## config.mk

```make
export PLATFORM = sky130hd
export DESIGN_NAME = pcg32_bounded_random_flat
export DESIGN_NICKNAME = d
export VERILOG_FILES = /design/src/sv/pcgr_pkg.sv /design/src/sv/pcgr_if.sv /design/src/sv/pcgr_front.sv /design/src/sv/pcgr_back.sv /design/src/sv/pcg32_bounded_random.sv /design/src/flat_wrapper.sv
export VERILOG_INCLUDE_DIRS = /design/src /design/src/sv
export SDC_FILE = /design/constraint.sdc
export NUM_CORES = 2
export LEC_CHECK = 0
export BUFFER_PORTS_ARGS = -buffer_cell sky130_fd_sc_hd__buf_4
export CAP_MARGIN = 20
export CORE_MARGIN = 2
export CORE_UTILIZATION = 59
export DETAILED_ROUTE_END_ITERATION = 10
export HOLD_SLACK_MARGIN = 0.03
export PLACE_DENSITY_LB_ADDON = 0.25
export SYNTH_ARGS = -nofsm -noshare
export SYNTH_HDL_FRONTEND = slang
export SYNTH_SLANG_ARGS = --single-unit
export TNS_END_PERCENT = 50
```

## constraint.sdc

```tcl
create_clock -name clk_i -period 10.38 [get_ports clk_i]
set_clock_uncertainty 0.2 [all_clocks]
set_input_delay 1.557 -clock clk_i [delete_from_list [all_inputs] [get_ports clk_i]]
set_output_delay 1.557 -clock clk_i [all_outputs]
set_load 0.02 [all_outputs]
```

## src/sv/assert_macros.svh

```systemverilog
// assertion macros shared by the rtl
`ifndef ASSERT_MACROS_SVH
`define ASSERT_MACROS_SVH
`define ASSERT_CLK(label, prop, msg) \
  label: assert property (@(posedge clk_i) disable iff (!rst_ni) prop) else $error(msg);
`define ASSERT_NEVER(label, cond, msg) \
  label: assert property (@(posedge clk_i) disable iff (!rst_ni) !(cond)) else $error(msg);
`endif

```

## src/sv/pcgr_pkg.sv

```systemverilog
// package: types, constants and helpers of the pcg32 generator
package pcgr_pkg;
  localparam logic [63:0] LcgMult = 64'd6364136223846793005;
  localparam int unsigned QueueDepth = 2;
  localparam logic [1:0] OpRaw = 2'd0;
  localparam logic [1:0] OpBound = 2'd1;
  localparam logic [1:0] OpRange = 2'd2;
  localparam logic [1:0] OpSeed = 2'd3;

  typedef enum logic [1:0] {
    CMD_DRAW,
    CMD_BOUND,
    CMD_SEED,
    CMD_ERROR
  } cmd_e;

  typedef struct packed {
    cmd_e        cmd;
    logic [31:0] limit;
    logic [31:0] offset;
  } cmd_t;

  typedef enum logic [3:0] {
    ST_IDLE,
    ST_THR,
    ST_DRAW,
    ST_MUL0,
    ST_MUL1,
    ST_MUL2,
    ST_MUL3,
    ST_ADD,
    ST_CHECK,
    ST_MOD,
    ST_SEED_ADD,
    ST_OUT
  } state_e;

  function automatic logic [31:0] pcg_out(input logic [63:0] old);
    logic [31:0] mixed;
    logic [4:0]  rot;
    mixed = 32'(((old >> 18) ^ old) >> 27);
    rot   = old[63:59];
    return (mixed >> rot) | (mixed << ((5'd0 - rot) & 5'd31));
  endfunction
endpackage

```

## src/sv/pcgr_if.sv

```systemverilog
// valid/ready channel interface
interface pcgr_if #(
  parameter int unsigned W = 32
) (
  input logic clk_i
);
  logic         valid;
  logic         ready;
  logic [W-1:0] data;
  modport source (output valid, output data, input ready);
  modport sink (input valid, input data, output ready);
endinterface

```

## src/sv/pcgr_front.sv

```systemverilog
// front end: decodes requests into commands and queues them
`include "assert_macros.svh"
module pcgr_front
  import pcgr_pkg::*;
#(
  parameter int unsigned Depth = QueueDepth
) (
  input  logic        clk_i,
  input  logic        rst_ni,
  input  logic        in_valid_i,
  output logic        in_ready_o,
  input  logic [1:0]  operation_i,
  input  logic [31:0] bound_i,
  input  logic [31:0] min_value_i,
  input  logic [31:0] max_value_i,
  output logic        cmd_valid_o,
  input  logic        cmd_ready_i,
  output cmd_t        cmd_o
);
  localparam int unsigned AW = (Depth > 1) ? $clog2(Depth) : 1;
  cmd_t mem_q [Depth];
  logic [AW-1:0] wp_q, rp_q;
  logic [AW:0] cnt_q;
  cmd_t dec;
  logic push, pop;

  always_comb begin
    dec.cmd    = CMD_DRAW;
    dec.limit  = 32'd0;
    dec.offset = 32'd0;
    unique case (operation_i)
      OpRaw: dec.cmd = CMD_DRAW;
      OpBound: begin
        dec.cmd   = (bound_i == 32'd0) ? CMD_DRAW : CMD_BOUND;
        dec.limit = bound_i;
      end
      OpRange: begin
        dec.offset = min_value_i;
        dec.limit  = max_value_i - min_value_i + 32'd1;
        if ($signed(max_value_i) < $signed(min_value_i)) dec.cmd = CMD_ERROR;
        else if (dec.limit == 32'd0) dec.cmd = CMD_DRAW;
        else dec.cmd = CMD_BOUND;
      end
      default: dec.cmd = CMD_SEED;
    endcase
  end

  assign in_ready_o  = (cnt_q != (AW+1)'(Depth));
  assign cmd_valid_o = (cnt_q != '0);
  assign push = in_valid_i && in_ready_o;
  assign pop  = cmd_valid_o && cmd_ready_i;
  assign cmd_o = mem_q[rp_q];

  always_ff @(posedge clk_i) begin
    if (push) mem_q[wp_q] <= dec;
  end

  always_ff @(posedge clk_i or negedge rst_ni) begin
    if (!rst_ni) begin
      wp_q  <= '0;
      rp_q  <= '0;
      cnt_q <= '0;
    end else begin
      if (push) wp_q <= (wp_q == AW'(Depth-1)) ? '0 : wp_q + 1'b1;
      if (pop) rp_q <= (rp_q == AW'(Depth-1)) ? '0 : rp_q + 1'b1;
      cnt_q <= cnt_q + (AW+1)'(push) - (AW+1)'(pop);
    end
  end

  `ASSERT_CLK(a_cnt_bound, cnt_q <= (AW+1)'(Depth), "queue overfilled")
  `ASSERT_CLK(a_cnt_step, push && !pop |=> cnt_q == $past(cnt_q) + 1'b1, "bad count")
  `ASSERT_NEVER(a_pop_empty, pop && cnt_q == '0, "pop from empty queue")
endmodule

```

## src/sv/pcgr_back.sv

```systemverilog
// back end: lcg, rejection loop and serial modulo
`include "assert_macros.svh"
module pcgr_back
  import pcgr_pkg::*;
(
  input  logic        clk_i,
  input  logic        rst_ni,
  input  logic [63:0] seed_value_i,
  input  logic [63:0] stream_select_i,
  input  logic        cmd_valid_i,
  output logic        cmd_ready_o,
  input  cmd_t        cmd_i,
  output logic        out_valid_o,
  input  logic        out_ready_i,
  output logic [31:0] value_o,
  output logic        range_error_o
);
  state_e st_q, st_d;
  cmd_t cmd_q;
  logic [63:0] state_q, inc_q, acc_q, old_q;
  logic [31:0] thr_q, word_q, res_q;
  logic [32:0] rem_q;
  logic [5:0] cnt_q;
  logic err_q, seed_q, seed2_q, boot_q;
  logic [63:0] pp;
  logic [31:0] dividend;
  logic [32:0] trial;
  logic [31:0] word_n;

  always_comb begin
    unique case (st_q)
      ST_MUL0: pp = 64'(state_q[31:0]) * 64'(LcgMult[31:0]);
      ST_MUL1: pp = {state_q[31:0] * LcgMult[63:32], 32'd0};
      default: pp = {state_q[63:32] * LcgMult[31:0], 32'd0};
    endcase
  end

  assign dividend = thr_q;
  assign trial = {rem_q[31:0], dividend[31]} - {1'b0, cmd_q.limit};
  assign word_n = pcg_out(old_q);

  always_comb begin
    st_d = st_q;
    unique case (st_q)
      ST_IDLE: if (boot_q) st_d = ST_MUL0;
               else if (cmd_valid_i) st_d = ST_DRAW;
      ST_DRAW: begin
        if (cmd_q.cmd == CMD_ERROR) st_d = ST_OUT;
        else if (cmd_q.cmd == CMD_BOUND) st_d = ST_THR;
        else st_d = ST_MUL0;
      end
      ST_MUL0: st_d = ST_MUL1;
      ST_MUL1: st_d = ST_MUL2;
      ST_MUL2: st_d = ST_ADD;
      ST_ADD: st_d = ST_CHECK;
      ST_THR: st_d = (cnt_q == 6'd32) ? ST_MUL0 : ST_THR;
      ST_CHECK: begin
        if (seed_q || seed2_q) st_d = seed_q ? ST_SEED_ADD : (boot_q ? ST_IDLE : ST_OUT);
        else if (cmd_q.cmd == CMD_BOUND) st_d = ST_MOD;
        else st_d = ST_OUT;
      end
      ST_SEED_ADD: st_d = ST_MUL0;
      ST_MOD: begin
        if (cnt_q == 6'd0 && word_q < res_q) st_d = ST_MUL0;
        else if (cnt_q == 6'd32) st_d = ST_OUT;
      end
      ST_OUT: if (out_ready_i) st_d = ST_IDLE;
      default: st_d = ST_IDLE;
    endcase
  end

  assign cmd_ready_o   = (st_q == ST_IDLE) && !boot_q;
  assign out_valid_o   = (st_q == ST_OUT);
  assign value_o       = res_q;
  assign range_error_o = err_q;

  always_ff @(posedge clk_i) begin
    unique case (st_q)
      ST_IDLE: if (cmd_valid_i && !boot_q) cmd_q <= cmd_i;
      default: ;
    endcase
  end

  always_ff @(posedge clk_i or negedge rst_ni) begin
    if (!rst_ni) begin
      st_q    <= ST_IDLE;
      state_q <= '0;
      inc_q   <= 64'd1;
      acc_q   <= '0;
      old_q   <= '0;
      thr_q   <= '0;
      word_q  <= '0;
      res_q   <= '0;
      rem_q   <= '0;
      cnt_q   <= '0;
      err_q   <= 1'b0;
      seed_q  <= 1'b1;
      seed2_q <= 1'b0;
      boot_q  <= 1'b1;
    end else begin
      st_q <= st_d;
      unique case (st_q)
        ST_IDLE: if (!boot_q && cmd_valid_i) begin
          err_q <= 1'b0;
          res_q <= '0;
          cnt_q <= '0;
          if (cmd_i.cmd == CMD_SEED) begin
            state_q <= '0;
            inc_q   <= {stream_select_i[62:0], 1'b1};
            seed_q  <= 1'b1;
          end
        end
        ST_DRAW: begin
          if (cmd_q.cmd == CMD_ERROR) begin
            err_q <= 1'b1;
          end else if (cmd_q.cmd == CMD_BOUND) begin
            thr_q <= 32'd0 - cmd_q.limit;
            rem_q <= '0;
            cnt_q <= '0;
          end
        end
        ST_THR: begin
          if (cnt_q == 6'd32) begin
            res_q <= rem_q[31:0];
            cnt_q <= '0;
          end else begin
            rem_q <= trial[32] ? {rem_q[31:0], dividend[31]} : trial;
            thr_q <= {thr_q[30:0], 1'b0};
            cnt_q <= cnt_q + 6'd1;
          end
        end
        ST_MUL0: begin
          old_q <= state_q;
          acc_q <= pp + inc_q;
        end
        ST_MUL1: acc_q <= acc_q + pp;
        ST_MUL2: acc_q <= acc_q + pp;
        ST_ADD: begin
          state_q <= acc_q;
          word_q  <= word_n;
        end
        ST_CHECK: begin
          if (seed_q) begin
            seed_q  <= 1'b0;
            seed2_q <= 1'b1;
          end else if (seed2_q) begin
            seed2_q <= 1'b0;
            boot_q  <= 1'b0;
          end else if (cmd_q.cmd == CMD_DRAW) begin
            res_q <= word_q + cmd_q.offset;
          end else begin
            thr_q <= word_q;
            rem_q <= '0;
            cnt_q <= '0;
          end
        end
        ST_SEED_ADD: state_q <= state_q + seed_value_i;
        ST_MOD: begin
          if (cnt_q == 6'd32) begin
            res_q <= rem_q[31:0] + cmd_q.offset;
          end else begin
            rem_q <= trial[32] ? {rem_q[31:0], dividend[31]} : trial;
            thr_q <= {thr_q[30:0], 1'b0};
            cnt_q <= cnt_q + 6'd1;
          end
        end
        default: ;
      endcase
    end
  end

  `ASSERT_CLK(a_out_hold, out_valid_o && !out_ready_i |=> out_valid_o && $stable(res_q),
    "result changed while stalled")
  `ASSERT_NEVER(a_err_val, out_valid_o && err_q && res_q != '0, "error with nonzero value")
  `ASSERT_NEVER(a_boot_out, boot_q && out_valid_o, "result during seeding")
endmodule

```

## src/sv/pcg32_bounded_random.sv

```systemverilog
// top level of the pcg32 bounded random generator
// usage:
//   req channel carries operation, bound, min_value, max_value; rsp carries
//   value and range_error, one response word per request word.
//   both channels use valid/ready; a word moves when both are high.
//   an apb port holds seed_value (0x0) and stream_select (0x8); writes take
//   effect only on the next reseed request.
// processing:
//   a raw draw runs one lcg step once its request word is taken; the lcg
//   step is a 64-bit multiply split into three 32x32 partial products.
//   a bounded draw adds a bit-serial threshold remainder and a bit-serial
//   modulo, and repeats the lcg step on each rejected draw.
//   a reseed takes two lcg steps.
//   one request at a time; the next is taken in idle, after the response goes.
// reset:
//   the generator seeds itself from zero registers and
//   accepts commands into a two-entry queue meanwhile.
// stalls:
//   the result waits in its register until taken; the queue keeps accepting
//   requests until full.
module pcg32_bounded_random
  import pcgr_pkg::*;
#(
  parameter int unsigned Depth = QueueDepth
) (
  input  logic        clk_i,
  input  logic        rst_ni,
  input  logic        psel,
  input  logic        penable,
  input  logic        pwrite,
  input  logic [3:0]  paddr,
  input  logic [63:0] pwdata,
  output logic [63:0] prdata,
  output logic        pready,
  pcgr_if.sink        req,
  pcgr_if.source      rsp
);
  logic [63:0] seed_q, stream_q;
  logic cmd_valid, cmd_ready;
  cmd_t cmd;
  logic [31:0] value;
  logic range_error;

  assign pready = 1'b1;
  assign prdata = paddr[3] ? stream_q : seed_q;

  always_ff @(posedge clk_i or negedge rst_ni) begin
    if (!rst_ni) begin
      seed_q   <= '0;
      stream_q <= '0;
    end else if (psel && penable && pwrite) begin
      if (paddr == 4'd0) seed_q <= pwdata;
      else if (paddr == 4'd8) stream_q <= pwdata;
    end
  end

  pcgr_front #(.Depth(Depth)) u_front (
    .clk_i, .rst_ni,
    .in_valid_i(req.valid), .in_ready_o(req.ready),
    .operation_i(req.data[1:0]), .bound_i(req.data[33:2]),
    .min_value_i(req.data[65:34]), .max_value_i(req.data[97:66]),
    .cmd_valid_o(cmd_valid), .cmd_ready_i(cmd_ready), .cmd_o(cmd)
  );

  pcgr_back u_back (
    .clk_i, .rst_ni,
    .seed_value_i(seed_q), .stream_select_i(stream_q),
    .cmd_valid_i(cmd_valid), .cmd_ready_o(cmd_ready), .cmd_i(cmd),
    .out_valid_o(rsp.valid), .out_ready_i(rsp.ready),
    .value_o(value), .range_error_o(range_error)
  );

  assign rsp.data = {range_error, value};
endmodule

```

## src/flat_wrapper.sv

```systemverilog
// flat-port wrapper written by rule: the top's interface ports become plain ports
module pcg32_bounded_random_flat import pcgr_pkg::*;
#(
  parameter int unsigned Depth = QueueDepth
)
  (clk_i, rst_ni, psel, penable, pwrite, paddr, pwdata, prdata, pready, req_valid, req_data, req_ready, rsp_valid, rsp_data, rsp_ready);
  pcgr_if #(.W((98))) req_i (.clk_i(clk_i));
  pcgr_if #(.W((33))) rsp_i (.clk_i(clk_i));
  input  logic clk_i;
  input  logic rst_ni;
  input  logic psel;
  input  logic penable;
  input  logic pwrite;
  input  logic [3:0] paddr;
  input  logic [63:0] pwdata;
  output logic [63:0] prdata;
  output logic pready;
  input wire logic [$bits(req_i.valid)-1:0] req_valid;
  input wire logic [$bits(req_i.data)-1:0] req_data;
  output wire logic [$bits(req_i.ready)-1:0] req_ready;
  output wire logic [$bits(rsp_i.valid)-1:0] rsp_valid;
  output wire logic [$bits(rsp_i.data)-1:0] rsp_data;
  input wire logic [$bits(rsp_i.ready)-1:0] rsp_ready;
  assign req_i.valid = req_valid;
  assign req_i.data = req_data;
  assign req_ready = req_i.ready;
  assign rsp_valid = rsp_i.valid;
  assign rsp_data = rsp_i.data;
  assign rsp_i.ready = rsp_ready;
  pcg32_bounded_random #(.Depth(Depth)) u_core (.clk_i(clk_i), .rst_ni(rst_ni), .psel(psel), .penable(penable), .pwrite(pwrite), .paddr(paddr), .pwdata(pwdata), .prdata(prdata), .pready(pready), .req(req_i), .rsp(rsp_i));
endmodule
```

# Word level (Yosys, flattened, before mapping)
# Memory sizes are Yosys's and may differ from the RTL's.
# Index checks and enable logic that the tools add are counted.
# totals
inputBits	173
out_inout_bits	100
ram_bits	132
regBits	595
mem_count	1
wordCells	188
# classes
reduce_logical	38
muxes	67
shift	2
addsub	15
n_bitwise	4
mul	3
order_cmp	2
n_eq_ne	34
# mem_list
memory	words	word_bits	read_ports	rd_ports_with_merged_regs	write_ports	line_no	source
u_core.u_front.mem_q	2	66	1	0	1	pcgr_front.sv:21	cmd_t mem_q [Depth];
# ops
op	n
$mux 32	20
$pmux 64 s2	2
$add 64x64->64	3
$mux 64	3
$pmux 32 s3	2
$pmux 64 s3	1
$pmux 32 s4	1
$add 32x32->32	2
$logic_not 32->1	2
$lt 32x32->1	2
$mul 32x31->32 const B	2
$pmux 32 s2	1
$mul 32x31->63 const B	1
$xor 46x59->59	1
$mux 6	8
$pmux 4 s11	1
$mux 4	9
$sub 33x32->33	1
$add 32x1->32 const B	1
$or 32x32->32	1
$shl 32x5->32	1
$shr 32x5->32	1
$sub 1x32->32 const A	1
$sub 32x32->32	1
other kinds (36)	97

# Logic depth before layout (Yosys ltp)
# logic_depth
ltp_word	6
mapped_depth	42
depth_no_buf	41

# Hierarchy
# From an unflattened synthesis, not the netlist that was laid out.
# hier_totals
hier_cells	8364
hier_area_um2	81521.9
# modules_own_cells
module	cells_each	area_each_um2	instances	seq_area_each_um2
pcgr_back	7261	67025.5	1	11243.3
pcgr_front	756	8630.8	1	4063.9
pcg32_bounded_random	347	5865.6	1	3203.1

# Least setup slack after synthesis
# No wires, ideal clock.
# synth_timing
path_type	reg2reg
startpoint	reg u_core.u_back.state_q[4]
endpoint	reg u_core.u_back.acc_q[63]
setup_slack_ns	0.064
n_path_buf	0
path_stages_with_launch	41
arrival_ns	9.997
synth_period_minus_slack_ns	10.316
required_time_ns	10.061
setup_ns	0.119
path_cell_list	dfrtp_1 inv_1 fa_1 fa_1 inv_1 fa_1 inv_1 fa_1 inv_1 fa_1 inv_1 fa_1 inv_1 fa_1 fa_1 ha_1 a211oi_1 o21ai_1 (+5 left out) a21o_1 a21o_1 a21oi_1 xor2_1 o221ai_1 ha_1 and2_1 and3_1 a2111oi_0 nor3b_1 a311oi_1 and3_4 o31ai_4 a31oi_1 o21bai_2 xor2_1 a21oi_1 o21a_1
# synth_between
elab_chain_len	4
elab_cells_between_ends	6
classes_between	2 x add/sub; 2 x mul; 2 x mux
# synth_rtl
item	line_no	source
start: declaration	pcgr_back.sv:20	logic [63:0] state_q, inc_q, acc_q, old_q;
start signal: assignment	pcgr_back.sv:139	state_q <= acc_q;
start signal: assignment	pcgr_back.sv:157	ST_SEED_ADD: state_q <= state_q + seed_value_i;
$mul 32x31->63 / $mul 32x31->32 (equally long branches)	pcgr_back.sv:32, pcgr_back.sv:33	
$pmux 64 s2 *	pcgr_back.sv:31	unique case (st_q)
$add 64x64->64, on equally long branches	pcgr_back.sv:136, pcgr_back.sv:137, pcgr_back.sv:134	
$pmux 64 s2 *	pcgr_back.sv:102	unique case (st_q)
end signal: assignment	pcgr_back.sv:134	acc_q <= pp + inc_q;
end signal: assignment	pcgr_back.sv:136	ST_MUL1: acc_q <= acc_q + pp;
end signal: assignment	pcgr_back.sv:137	ST_MUL2: acc_q <= acc_q + pp;
end: declaration	pcgr_back.sv:20	
# Every way passes the cells marked *; elsewhere a longest branch is shown, timed or not.
# A chain may end at the register's enable or synchronous reset.

# Worst setup path after layout
# layout_timing
startpoint	reg u_core.u_back.state_q[12]
endpoint	reg u_core.u_back.acc_q[63]
# The elaborated chain is that of the path after synthesis.

==> impl_metrics.yaml <==
synth:
  netlist_instances: 8191
  synth_area_mm2: 0.0804
  ys_types: 103
  synthesis.nets: 10200
  yosys_register_bits: 700
  ys_seq_area_frac: 0.230
  synth.top_cell.area_share: 0.207
  yosys.area.top_type: "fa_1"
  yosysMostFrequentCell: "inv_1"
  yosys_warnings: 0
  synthTopCellsByCount: "inv_1 (1,408), ha_1 (987), fa_1 (830), nand2_1 (501), dfrtp_1 (500)"
  synth-edff-count: 198
  synth_ff_type: "dfrtp_1"
  syn_avg_cell_area_um2: 9.82
  synth_area_leaders: "fa_1 (21%), dfrtp_1 (16%), ha_1 (15%)"
  synthArstFlopShare: 0.717
route:
  postRouteAntennaNets: 0
  drc_errors: 0
  dr_wl_met2_um: 120000
  drt-met1-wl_um: 116000
  dr.pass1.iters: 9
  vias: 64900
  drt_iter0_markers: 6725
  viasPerCell: 6.07
  top_layer: "met5"
  wirelength_um: 277000
  dr_wl_met3_um: 27100
  drt-wirelength-per-cell_um: 25.9
floorplanning:
  rows: 135
  fp.coreArea_mm2: 0.135
  die_area_mm2: 0.139
  die_h_um: 373
  start_util: 0.594
  io_pins: 273
  die_w_um: 373
final_layout:
  drive_gt1_frac: 0.175
  design_area_mm2: 0.0913
  multi_input_area_mm2: 0.0563
  post-route-util: 0.674
  synthToLayoutAreaGrowth_pct: 13.6
  final_nets: 10800
  nFillCells: 10900
  layout.cells.non_filler: 10700
  ff_latch_area_mm2: 0.0185
worst_hold_path:
  hp-class: "reg2reg"
  hold_path.startpoint: "u_core.u_back.boot_q"
  holdPathStages: 2
worst_setup_path:
  crit_required_ps: 10760
  slowest_delay_ps: 620
  crit_path_start: "u_core.u_back.state_q[12]"
  cpMaxStageDelayCell: "fa_1"
  cp.arrival_ps: 10530
  crit_cells: 39
  path_delay_family: "adder cells"
  critical_path_buf_inv_count: 9
  cp_max_fo: 7
  worstRegToRegCells: 39
  startpoint_type: "flip-flop"
  timing.rr.start: "u_core.u_back.state_q[12]"
  critical_path_class: "reg2reg"
  end_kind: "flip-flop"
timing:
  final.setup.worst_slack_ps: 232
  hold_violations: 0
  slew_headroom: 0.157
  period_minus_slack_ps: 10150
  finalSetupViolCount: 0
  rsz0062_at_grt: "true"
  max_freq_mhz: 98.5
  slew_violations: 0
  tightestPinTransition_ps: 1260
  fin_crit_sh: 0.978
clocking:
  numCtsBuffers: 80
  cts.clk_slew.worst_paths_ps: 90
  htreeDepth: 3
  root_buffer: "clkbuf_16"
  clk_latency_ps: 710
  cts_tree: "done"
  cts_hold_buf: 0
  cts.sinks: 700
  cts.path.max_buffers: 3
global_route:
  grt_max_degree: 118
  grt.total_usage: 0.399
  grt_first_pass_wirelength_um: 415000
  grt_overflow_total: 0
  antenna_found_initial: 9
  grt_pass1_vias: 65900
placed_design:
  dp_hpwl_um: 231000
  portBuffers: 271
  dp.cells: 10500
  globalplace.congestion: 1.03
  place_area_mm2: 0.0878
  dp_slack_ps: -517
job:
  drv_cap: 0
outcome:
  run_status: "completed"
-- path summary, 6_finish.rpt --
kind,to,slack [ps]
max,u_core.u_back.acc_q[63],230
min,u_core.u_back.boot_q,270
max reg2reg,u_core.u_back.acc_q[63],230
min reg2reg,u_core.u_back.boot_q,270
max in group asynchronous,u_core.u_back.acc_q[15],7160
min in group asynchronous,u_core.u_back.state_q[4],580
-- tightest hold or removal path, cell delays in order, from the launching register on --
cell     delay [ps]
dfstp_2         380
inv_1            50
a31oi_1          40
-- repair_timing --
| action | 4_1_cts | 5_1_grt |
|---|---|---|
| pin swaps | 9 | 107 |
| setup endpoints to repair | 13 | 18 |
| hold endpoints to repair | 0 | 0 |
| gates resized for setup | 22 | 97 |
| setup buffers | 3 | 28 |
-- cell type report --
cell class	instances	share of cell area
well taps	1781	0.0244
repair buffers	815	0.0687
flip-flops and latches	700	0.203
clock buffers	106	0.0242
diodes	3	0.0000822
clock inverters	40	0.00516
inverters	1410	0.0579
multi-input cells	5830	0.617
-- layout by cell type, fill, tap and decap left out, types with 33 or more instances in the layout --
| cell type | n |
|---|---|
| o21bai_1 | 55 |
| o21ai_0 | 402 |
| nor2b_1 | 70 |
| a21oi_1 | 437 |
| mux2i_1 | 85 |
| and2_1 | 33 |
| nor2_1 | 392 |
| nand3_1 | 68 |
| xnor2_1 | 255 |
| buf_4 | 798 |
| a21o_1 | 171 |
| a211oi_1 | 45 |
| xor2_1 | 137 |
| inv_1 | 1394 |
| edfxtp_1 | 198 |
| nand2_1 | 500 |
| clkbuf_16 | 81 |
| dfrtp_1 | 491 |
| a221oi_1 | 41 |
| nand2b_1 | 66 |
| fa_1 | 822 |
| nor3_1 | 56 |
| ha_1 | 975 |
| and3_1 | 38 |
| a22oi_1 | 91 |
| mux2_2 | 433 |
| o21a_1 | 57 |
| nand4_1 | 49 |
| a31oi_1 | 42 |
-- kinds of logic after synthesis --
family,share of synthesized area
mux,0.0734
fa+ha+maj,0.360
xor+xnor,0.0434
other cells,0.0000466
compound gates,0.134
buf+inv,0.0778
simple gates,0.0816
flops,0.230
-- metal layers --
| metal | vias up | GRT usage |
|---|---|---|
| li1 | 29100 | - |
| met1 | 32300 | 0.559 |
| met2 | 2909 | 0.601 |
| met3 | 531 | 0.0828 |
| met4 | 4 | 0.176 |
| met5 | - | 0 |
-- metrics by stage --
stage	hold slack [ps]	setup TNS, ps
5_1_grt	290	-548
4_1_cts	271	-22.5
6_report	273	0
2_1_floorplan	236	0
3_5_place_dp	263	-3300
3_3_place_gp	248	-817
-- sequential cells by signal, summed over array words and instances (netlist names) --
signal	cells
u_core.seed_q	64
u_core.stream_q	64
u_core.u_back.acc_q	64
u_core.u_back.boot_q	1
u_core.u_back.cmd_q	66
u_core.u_back.cnt_q	6
u_core.u_back.dividend	32
u_core.u_back.inc_q	63
u_core.u_back.old_q	37
u_core.u_back.range_error_o	1
u_core.u_back.rem_q	32
u_core.u_back.seed2_q	1
u_core.u_back.seed_q	1
u_core.u_back.st_q	4
u_core.u_back.state_q	64
u_core.u_back.value_o	32
u_core.u_back.word_q	32
u_core.u_front.cnt_q	2
u_core.u_front.mem_q	132
u_core.u_front.rp_q	1
u_core.u_front.wp_q	1
Power is left out: the tool's default activity adds up to more than one toggle a clock period on the data nets, which glitch-free logic cannot reach.
